### src/sv/assert_macros.svh
// Assertion macros shared by the nearest palette color match RTL.
// Depends on nothing; assertions compile away when SYNTHESIS is defined.
`ifndef ASSERT_MACROS_SVH
`define ASSERT_MACROS_SVH
`ifndef SYNTHESIS
`define NPCM_ASSERT(label, clk, rst, prop) \
   label: assert property (@(posedge clk) disable iff (rst) (prop)) \
      else $error("npcm assertion failed");
`define NPCM_ASSERT_NEVER(label, clk, rst, expr) \
   label: assert property (@(posedge clk) disable iff (rst) !(expr)) \
      else $error("npcm forbidden condition seen");
`else
`define NPCM_ASSERT(label, clk, rst, prop)
`define NPCM_ASSERT_NEVER(label, clk, rst, expr)
`endif
`endif

### src/sv/npcm_pkg.sv
// Package for the nearest palette color match block: sizes, codes, types.
// Used by npcm_palette, npcm_dist and nearest_palette_color_match.
package npcm_pkg;

   localparam int PALETTE_ENTRIES = 256;
   localparam int IDX_W           = $clog2(PALETTE_ENTRIES);
   localparam int CH_W            = 5;
   localparam int COLOR_W         = 3 * CH_W;
   localparam int SQ_W            = 2 * CH_W;
   localparam int DIST_W          = SQ_W + 2;
   localparam int IN_IDX_W        = 8;
   localparam int RGB565_W        = 16;

   localparam logic [DIST_W-1:0] BEST_INIT = '1;

   typedef enum logic {
      OP_LOAD  = 1'b0,
      OP_QUERY = 1'b1
   } op_type;

   typedef enum logic [2:0] {
      ST_IDLE  = 3'b001,
      ST_SCAN  = 3'b010,
      ST_DRAIN = 3'b100
   } state_type;

   typedef struct packed {
      logic               en;
      logic [IDX_W-1:0]   addr;
      logic [COLOR_W-1:0] data;
   } wr_req_type;

   typedef struct packed {
      logic             en;
      logic [IDX_W-1:0] addr;
   } rd_req_type;

   typedef struct packed {
      logic               valid;
      logic [IDX_W-1:0]   idx;
      logic [COLOR_W-1:0] pix;
      logic [COLOR_W-1:0] entry;
   } dist_req_type;

   typedef struct packed {
      logic              valid;
      logic [IDX_W-1:0]  idx;
      logic [DIST_W-1:0] sq_dist;
   } dist_rsp_type;

   // RGB565 to RGB555: keep red and blue, drop the low green bit.
   function automatic logic [COLOR_W-1:0] reduce565(input logic [RGB565_W-1:0] c);
      return {c[15:11], c[10:6], c[4:0]};
   endfunction

endpackage

### src/sv/npcm_dist.sv
// Shared distance unit: squared RGB555 distance of pixel and palette entry, registered.
// Depends on npcm_pkg.
module npcm_dist
   import npcm_pkg::*;
(
   input  logic         clock,
   input  logic         reset,
   input  dist_req_type req,
   output dist_rsp_type rsp
);

   logic [CH_W-1:0]   ad_r;
   logic [CH_W-1:0]   ad_g;
   logic [CH_W-1:0]   ad_b;
   logic [DIST_W-1:0] dist_in;
   logic              valid_ff;
   logic [IDX_W-1:0]  idx_ff;
   logic [DIST_W-1:0] dist_ff;

   function automatic logic [CH_W-1:0] absdiff(input logic [CH_W-1:0] a,
                                                input logic [CH_W-1:0] b);
      return (a >= b) ? (a - b) : (b - a);
   endfunction

   always_comb begin
      ad_r    = absdiff(req.pix[3*CH_W-1:2*CH_W], req.entry[3*CH_W-1:2*CH_W]);
      ad_g    = absdiff(req.pix[2*CH_W-1:CH_W], req.entry[2*CH_W-1:CH_W]);
      ad_b    = absdiff(req.pix[CH_W-1:0], req.entry[CH_W-1:0]);
      dist_in = DIST_W'(SQ_W'(ad_r * ad_r)) + DIST_W'(SQ_W'(ad_g * ad_g))
              + DIST_W'(SQ_W'(ad_b * ad_b));
   end

   always_ff @(posedge clock) begin
      if (reset) begin
         valid_ff <= 1'b0;
      end else begin
         valid_ff <= req.valid;
      end
   end

   always_ff @(posedge clock) begin
      idx_ff  <= req.idx;
      dist_ff <= dist_in;
   end

   assign rsp = '{valid: valid_ff, idx: idx_ff, sq_dist: dist_ff};

endmodule

### config.mk
export PLATFORM = sky130hd
export DESIGN_NAME = npcm_dist
export DESIGN_NICKNAME = d
export VERILOG_FILES = /design/src/sv/assert_macros.svh /design/src/sv/npcm_pkg.sv /design/src/sv/npcm_dist.sv
export SDC_FILE = /design/constraint.sdc
export NUM_CORES = 1
export LEC_CHECK = 0
export BUFFER_PORTS_ARGS = -buffer_cell sky130_fd_sc_hd__buf_2
export CAP_MARGIN = 20
export CORE_UTILIZATION = 59
export DETAILED_ROUTE_END_ITERATION = 12
export GPL_TIMING_DRIVEN = 0
export PLACE_DENSITY = 0.83
export SETUP_SLACK_MARGIN = 0.02
export SLEW_MARGIN = 10
export SYNTH_ARGS = -nofsm -noshare
export SYNTH_HDL_FRONTEND = slang
export SYNTH_SLANG_ARGS = --single-unit
### constraint.sdc
create_clock -name clock -period 10 [get_ports clock]
set_clock_uncertainty 0.05 [all_clocks]
set_input_delay 2 -clock clock [delete_from_list [all_inputs] [get_ports clock]]
set_output_delay 2 -clock clock [all_outputs]
set_load 0.02 [all_outputs]
==> metrics.md <==
| Metric | Value |
|---|---|
| CTS root buf | `clkbuf_8` |
| Final Slew Violations | `0` |
| Drt first pass iters | `5` |
| CP top delay family | `adder cells` |
| CP max stage delay | `0.64 ns` |
| Die height | `81.7 um` |
| PortBufs | `61` |
| Antenna viol nets, final | `0` |
| Worst Path Buf+Inv | `7` |
| GRT overflow | `0` |
| Register area | `420 um^2` |
| Post-DR wirelength/cell | `13.6 um` |
| Predominant post-synthesis flop cell | `dfxtp_1` |
| Final cell count without fillers | `568` |
| Std cell rows | `28` |
| Max-cap viol count | `0` |
| Filler Cells Inserted | `496` |
| Share of cells above drive strength 1 | `17.4%` |
| Syn_area_per_cell | `8.76 um^2` |
| Leading cell type in the layout, fill and taps excluded | `inv_1` |
| Cells after synthesis | `428` |
| Post-DR vias/cell | `5.54` |
| Fmax | `0.115 GHz` |
| Post-route cell area | `4190 um^2` |
| Crit start category | `input port` |
| CTS tree | `done` |
| Critical Setup Path Class | `in -> reg` |
| Data arrival time at the worst-slack endpoint | `8.82 ns` |
| Number of global-route vias before repair | `3173` |
| Clock-pin slew on the worst setup and hold paths | `0.07 ns` |
| Period Utilization, post-route | `86.9%` |
| H-tree depth | `1` |
| DP Wirelength | `6700 um` |
| Final setup viols | `0` |
| GR Util All Layers | `25.6%` |
| Placed instance count | `564` |
| Vias | `3145` |
| Core area | `6030 um^2` |
| Leading cell types in the layout, fill and taps excluded | `95 x inv_1, 65 x buf_2, 61 x ha_1` |
| CTS hold repair buffers | `0` |
| Sequential cell area fraction in the yosys report | `11.2%` |
| Worst Path Required | `10.13 ns` |
| Most frequent CP cell | `fa_1` |
| Post-DP Area | `4150 um^2` |
| TritonCTS Buffers | `3` |
| Final hold vios | `0` |
| Post-Route WL | `7710 um` |
| Status | `completed` |
| Cell Area, Synth | `3750 um^2` |
| Iteration-0 DRC Markers | `141` |
| Tmin final | `8.69 ns` |
| N_diodes | `0` |
| Seq cells post-synth | `21` |
| Warnings, synthesis | `0` |
| Total Negative Setup Slacks | `0 ns` |
| RSZ-0062 raised after global routing | `no` |
| Max clock buf depth | `2` |
| Largest net degree at the start of global routing | `13` |
| Initial antenna violation count | `0` |
| Synth cell types | `50` |
| Crit. End Element | `flip-flop` |
| Number of synthesized flops with an enable pin | `0` |
| CTS-repair resized insts | `0` |
| Die W | `81.7 um` |
| Syn Nets | `576` |
| Worst Max-Slew Pin Slew | `0.772 ns` |
| Boundary Pins | `62` |
| Clock sinks | `21` |
| CP max FO | `8` |
| Relative slew slack | `47.1%` |
| Gpl congestion | `0.870` |
| Initial Util | `62.2%` |
| Post-synth ARST share | `0%` |
| Worst Hold Class | `in -> reg` |
| Area taken by multi-input logic gates | `2910 um^2` |
| Post-layout net count | `642` |
| Die area | `6670 um^2` |
| First-pass GRT wire length | `13400 um` |
| CP max stage cell | `mux2i_1` |
| Area grow syn2layout | `11.9%` |
| Setup Fix Bufs, Post-CTS | `0` |
| Drt drc | `0` |
path summary, 6_finish.rpt:
path | startpoint | to | slack [ns] | cells past startpoint
max | req[8] | dist_ff[10]$_DFF_P_ | 1.31 | 25
min | req[34] | idx_ff[4]$_DFF_P_ | 1.79 | 1
sequential cells by signal, indices dropped and copies added, names as in the netlist:
signal / flops
dist_ff: 12
idx_ff: 8
valid_ff: 1
per-stage QoR:
stage,util [%],worst slack (ns),hold slack (ns)
global route,69.6,0.881,1.78
finish,69.6,1.31,1.79
global placement,68.8,1.21,2.05
detailed placement,68.8,1.16,2.05
floorplan,-,1.88,1.98
CTS,69.6,1.36,1.79
Yosys cell counts (all sizes together) (2+ instances only):
cell / instances / area share [%]
inv: 95 / 9.5
ha: 61 / 20
fa: 46 / 25
nor2: 35 / 3.5
a21oi: 27 / 3.8
dfxtp: 21 / 11
o21ai: 17 / 2.3
nand2: 13 / 1.3
nor3: 10 / 1.3
xnor2: 9 / 2.1
nand2b: 8 / 1.5
buf: 7 / 1.2
a21o: 6 / 1.2
a211oi: 5 / 1.0
nand3: 5 / 0.67
nor2b: 5 / 0.83
o211a: 5 / 1.3
o211ai: 5 / 1.0
o21a: 5 / 1.0
and2: 3 / 0.50
clkbuf: 3 / 0.30
mux2i: 3 / 0.80
nand4: 3 / 0.50
or2: 3 / 0.50
or3: 3 / 0.50
a221oi: 2 / 0.80
a311oi: 2 / 0.80
nor4: 2 / 0.33
o221a: 2 / 0.60
o41ai: 2 / 0.47
xor2: 2 / 0.47
layer usage:
| layer | wire length (um) | share of wire, % | track usage [%] | vias to the layer above |
|---|---|---|---|---|
| li1 | - | - | - | 1534 |
| met1 | 3250 | 42 | 31.2 | 1507 |
| met2 | 4050 | 53 | 48.4 | 94 |
| met3 | 311 | 4.0 | 2.00 | 10 |
| met4 | 91 | 1.2 | 6.14 | 0 |
| met5 | 0 | 0 | 0 | - |
cell type report:
class | count | area share [%]
multi-input combinational | 302 | 69.5
sequential | 21 | 10.0
inverter | 95 | 8.50
timing repair buffer | 61 | 7.28
tap | 75 | 2.24
buffer | 10 | 1.37
clock buffer | 3 | 0.985
clock inverter | 1 | 0.119
cells by family after synthesis:
group / count (synthesis) / share of synthesized area, %
flip-flops: 21 / 11.2
multiplexers: 4 / 1.10
adder cells (fa/ha/maj): 107 / 44.9
XOR/XNOR: 11 / 2.57
AO/OA/AOI/OAI: 84 / 16.1
AND/OR/NAND/NOR: 96 / 13.0
buffers and inverters: 105 / 11.1
Power is left out: the tool's default activity adds up to more than one toggle a clock period on the data nets, which glitch-free logic cannot reach.
