## src/sv/assert_macros.svh

```systemverilog
// Assertion macros shared by the nearest palette color match RTL.
// Depends on nothing; assertions compile away when SYNTHESIS is defined.
`ifndef ASSERT_MACROS_SVH
`define ASSERT_MACROS_SVH
`ifndef SYNTHESIS
`define NPCM_ASSERT(label, clk, rst, prop) \
   label: assert property (@(posedge clk) disable iff (rst) (prop)) \
      else $error("npcm assertion failed");
`define NPCM_ASSERT_NEVER(label, clk, rst, expr) \
   label: assert property (@(posedge clk) disable iff (rst) !(expr)) \
      else $error("npcm forbidden condition seen");
`else
`define NPCM_ASSERT(label, clk, rst, prop)
`define NPCM_ASSERT_NEVER(label, clk, rst, expr)
`endif
`endif

```

## src/sv/npcm_pkg.sv

```systemverilog
// Package for the nearest palette color match block: sizes, codes, types.
// Used by npcm_palette, npcm_dist and nearest_palette_color_match.
package npcm_pkg;

   localparam int PALETTE_ENTRIES = 256;
   localparam int IDX_W           = $clog2(PALETTE_ENTRIES);
   localparam int CH_W            = 5;
   localparam int COLOR_W         = 3 * CH_W;
   localparam int SQ_W            = 2 * CH_W;
   localparam int DIST_W          = SQ_W + 2;
   localparam int IN_IDX_W        = 8;
   localparam int RGB565_W        = 16;

   localparam logic [DIST_W-1:0] BEST_INIT = '1;

   typedef enum logic {
      OP_LOAD  = 1'b0,
      OP_QUERY = 1'b1
   } op_type;

   typedef enum logic [2:0] {
      ST_IDLE  = 3'b001,
      ST_SCAN  = 3'b010,
      ST_DRAIN = 3'b100
   } state_type;

   typedef struct packed {
      logic               en;
      logic [IDX_W-1:0]   addr;
      logic [COLOR_W-1:0] data;
   } wr_req_type;

   typedef struct packed {
      logic             en;
      logic [IDX_W-1:0] addr;
   } rd_req_type;

   typedef struct packed {
      logic               valid;
      logic [IDX_W-1:0]   idx;
      logic [COLOR_W-1:0] pix;
      logic [COLOR_W-1:0] entry;
   } dist_req_type;

   typedef struct packed {
      logic              valid;
      logic [IDX_W-1:0]  idx;
      logic [DIST_W-1:0] sq_dist;
   } dist_rsp_type;

   // RGB565 to RGB555: keep red and blue, drop the low green bit.
   function automatic logic [COLOR_W-1:0] reduce565(input logic [RGB565_W-1:0] c);
      return {c[15:11], c[10:6], c[4:0]};
   endfunction

endpackage

```

## src/sv/npcm_palette.sv

```systemverilog
// Palette store: one write port, one registered read port, per-entry valid bits.
// Depends on npcm_pkg; entries not written since reset read as black.
module npcm_palette
   import npcm_pkg::*;
(
   input  logic               clock,
   input  logic               reset,
   input  wr_req_type         wr,
   input  rd_req_type         rd,
   output logic [COLOR_W-1:0] rd_color
);

   logic [COLOR_W-1:0]         mem_ff [PALETTE_ENTRIES];
   logic [PALETTE_ENTRIES-1:0] valid_ff;
   logic [PALETTE_ENTRIES-1:0] valid_in;
   logic [COLOR_W-1:0]         rd_data_ff;
   logic                       rd_valid_ff;

   always_comb begin
      valid_in = valid_ff;
      if (wr.en) begin
         valid_in[wr.addr] = 1'b1;
      end
   end

   always_ff @(posedge clock) begin
      if (reset) begin
         valid_ff <= '0;
      end else begin
         valid_ff <= valid_in;
      end
   end

   always_ff @(posedge clock) begin
      if (wr.en) begin
         mem_ff[wr.addr] <= wr.data;
      end
   end

   always_ff @(posedge clock) begin
      if (rd.en) begin
         rd_data_ff  <= mem_ff[rd.addr];
         rd_valid_ff <= valid_ff[rd.addr];
      end
   end

   assign rd_color = rd_valid_ff ? rd_data_ff : '0;

endmodule

```

## config.mk

```make
export PLATFORM = sky130hd
export DESIGN_NAME = npcm_palette
export DESIGN_NICKNAME = d
export VERILOG_FILES = /design/src/sv/assert_macros.svh /design/src/sv/npcm_pkg.sv /design/src/sv/npcm_palette.sv
export SDC_FILE = /design/constraint.sdc
export NUM_CORES = 2
export LEC_CHECK = 0
export BUFFER_PORTS_ARGS = -buffer_cell sky130_fd_sc_hd__buf_2
export CORE_MARGIN = 1.5
export CORE_UTILIZATION = 49
export CTS_BUF_LIST = sky130_fd_sc_hd__clkbuf_4
export DETAILED_ROUTE_END_ITERATION = 10
export PLACE_DENSITY = 0.64
export SLEW_MARGIN = 20
export SYNTH_ARGS = -nofsm -noshare
export SYNTH_HDL_FRONTEND = slang
export SYNTH_SLANG_ARGS = --single-unit
```

## constraint.sdc

```tcl
create_clock -name clock -period 2.46 [get_ports clock]
set_input_delay 0.123 -clock clock [delete_from_list [all_inputs] [get_ports clock]]
set_output_delay 0.123 -clock clock [all_outputs]
set_load 0.05 [all_outputs]
```

==> qor.yml <==
final_skew_ns: 0.149
cts_inserted_buffers: 1109
grt_max_degree: 105
report.final.slew_viol_count: 0
core_region_area_sq_um: 322000
timing.critical_path.buf_inv: 3
wl_met3_mm: 43.0
yosys-top-cells-area: "edfxtp_1 73%, mux4_2 11%, mux2i_1 4.0%, dfxtp_1 3.2%, o221ai_1 1.7%"
final_net_count: 9753
synth.avg_cell_area_sq_um: 20.1
die_h_um: 572
m1WireLength_mm: 170
cp_common_cell: "buf_12"
ff_latch_count_synth: 4112
grt-ovfl-total: 0
rr_worst_depth: 6
holdCritStartpoint: "wr[19]"
hold_viol: 0
failing_checks: "design-rule violations, negative setup slack"
num_vias: 89115
cts_buffer_depth: 5
tritoncts: "done"
max_clock_freq_mhz: 358
power_density_nw_per_um2: 761
period_needed_ns: 2.79
floorplan.die_area_sq_um: 327000
final_min_period_over_clock_period_pct: 114
antenna_left: 0
path_clk_slew_ns: 0.06
post-synth-top-count-cell: "edfxtp_1"
clk_latency_ns: 1.66
yosysTopAreaCell: "edfxtp_1"
worst_hold_path_type: "input port to flop"
setup_viol: 129
post_route_cells_drive_above_1_share_pct: 36.1
synth_largest_type_area_fraction_pct: 73.0
synth_cells: 7898
worstSetupStartpointType: "flop"
std_cell_rows: 208
static-leakage-power_nw: 63.6
top_level_ports: 50
crit_path_max_incr_delay_ns: 0.42
cp_max_fo: 11
top_routing_layer_in_use: "met5"
drtIter0Drc: 10805
worst-slew-pin-transition_ns: 1.16
route.final.wire_length_mm: 440
sequential_area_share_after_synthesis_pct: 76.2
routed_via_density: 6.03
cap_viol_max_count: 0
synth-main-ff-cell: "edfxtp_1"
clk_root_buffer_cell: "clkbuf_4"
whs_path_depth: 6
areaGrowthSynthToFinish_pct: 18.8
critPathSlowestCell: "edfxtp_1"
path_type_of_the_worst_setup_path: "flop to primary output"
detailedPlace.worstSlack_ns: -1.17
grt_pass1_vias: 90790
layout_setup_ws_ns: -0.334
effective_utilization_at_floorplan_pct: 49.3
path_delay_family: "buffers and inverters"
grt_usage_pct: 27.2
firstDrtPassIters: 11
yosys.cell_types.count: 44
grt_setup_unrepaired: "yes"
synth.cells.most_frequent: "3856 x edfxtp_1, 746 x mux4_2, 729 x nor2_1"
hpwl_mm: 268
regToRegSetupSlack_ns: -0.13
syn-cell-area_sq_um: 159000
synth-async-reset-ratio_pct: 0
cp_data_arrival_time_ns: 2.67
setup_tns_ns: -8.98
worstSetupEndpointType: "primary output"
final.fill_count: 23809
peakVddDrop_mv: 0.595
port_buffers: 49
worst-endpoint-required_ns: 2.34
rd_place_congestion: 0.930
headroom_to_the_max_slew_limit_pct: 22.6
die_width_um: 572
r2r-start: "mem_ff[3][3]$_DFFE_PP_"
worstReg2RegEnd: "rd_data_ff[3]$_DFFE_PP_"
clock_tree.htree_level_count: 7
status: "finished with violations"
syn_nets: 7933
synth-warning-count: 0
timing.critical_path.cells: "buf_12 > buf_12 > and2_4 > buf_8"
dr_wl_met2_mm: 210
grt_antenna_before_repair: 26
wl_per_cell_um: 29.8
detail_route.drc_violations: 3
holdPathEnd: "mem_ff[118][11]$_DFFE_PP_"
number_of_synthesized_flops_with_an_enable_pin: 3856
first_pass_grt_wire_length_mm: 630
tritoncts_num_sinks: 4112
report_power, final:
group	switching [mW]	internal (mW)	total, mW
logic	5.25	3.43	8.68
registers	0.0521	76.6	76.6
clock network	26.9	31.1	58.0
total	32.2	111	143
per-layer routing:
| metal | vias to the layer above | global-route usage, % |
|---|---|---|
| li1 | 37101 | - |
| met1 | 46253 | 36.3 |
| met2 | 4936 | 42.3 |
| met3 | 815 | 7.03 |
| met4 | 10 | 12.5 |
| met5 | - | 0 |
worst max-delay path by stage:
stage                               endpoint  depth (start not counted)  slack, ns                  start
finish                          rd_color[10]                          4      -0.33  rd_valid_ff$_DFFE_PP_
global route                    rd_color[10]                          4      -0.49  rd_valid_ff$_DFFE_PP_
CTS                             rd_color[10]                          4      -0.50  rd_valid_ff$_DFFE_PP_
detailed placement  rd_data_ff[11]$_DFFE_PP_                          9      -1.17                  rd[0]
global placement    rd_data_ff[11]$_DFFE_PP_                          9      -1.21                  rd[0]
floorplan           mem_ff[207][0]$_DFFE_PP_                          6       0.07                 wr[23]
per-stage QoR:
step           power, mW  area, sq um  utilization [%]  std cells  hold slack, ns
2_1_floorplan       82.1       159000                -       7898           0.222
3_3_place_gp        86.1       173000             53.7      12791           0.443
3_5_place_dp        86.3       173000             53.7      12791           0.455
4_1_cts              144       188000             58.4      14731         0.00283
5_1_grt              148       188000             58.6      14763        -0.00666
6_report             143       188000             58.6      14769           0.126
cell families after synthesis:
logic type | after synthesis | share of synthesized area (%)
and+or+nand+nor | 1024 | 2.71
muxes | 1472 | 15.4
AOI/OAI and AO/OA | 805 | 3.71
DFF | 4112 | 76.2
buffers and inverters | 485 | 1.90
layout by cell type, fill, tap and decap left out, types with 43 or more instances in the layout:
cell / n
dfxtp_1: 256
dlygate4sd3_1: 90
clkinv_1: 171
mux2_2: 61
a21oi_1: 176
o21ai_0: 52
nor2_2: 54
o22ai_1: 132
buf_4: 756
mux4_2: 746
clkbuf_4: 1598
nand2_1: 43
nor2_1: 674
o221ai_1: 315
nor3_1: 114
mux2i_1: 640
buf_12: 274
edfxtp_1: 3856
state kept, by name (all words and copies together), names as in the netlist:
register	cells
rd_data_ff	15
rd_valid_ff	1
mem_ff	3840
valid_ff	256
tightest hold or removal path, cell delays in order:
cell           delay, ns
dlygate4sd3_1       0.55
buf_6               0.17
nand3_1             0.18
buf_4               0.28
nor2_1              0.11
buf_12              0.18
area by class of cell:
class / count / area (sq um) / area share, %
Sequential cell: 4112 / 121000 / 64.2
Multi-Input combinational cell: 3301 / 35600 / 18.9
Timing Repair Buffer: 1190 / 13100 / 6.95
Clock buffer: 1598 / 12000 / 6.37
Tap cell: 4305 / 5390 / 2.86
Clock inverter: 238 / 1310 / 0.694
Antenna cell: 21 / 52.6 / 0.0279
Inverter: 4 / 25.0 / 0.0133
timing repair:
action	4_1_cts	5_1_grt
hold buffers	108	6
setup buffers	2	15
endpoints found under the hold margin	7968	3583
gates resized for setup	127	44
setup endpoints to repair	30	59
pin swaps	20	10
No activity file was read; power rests on OpenSTA's default activity.
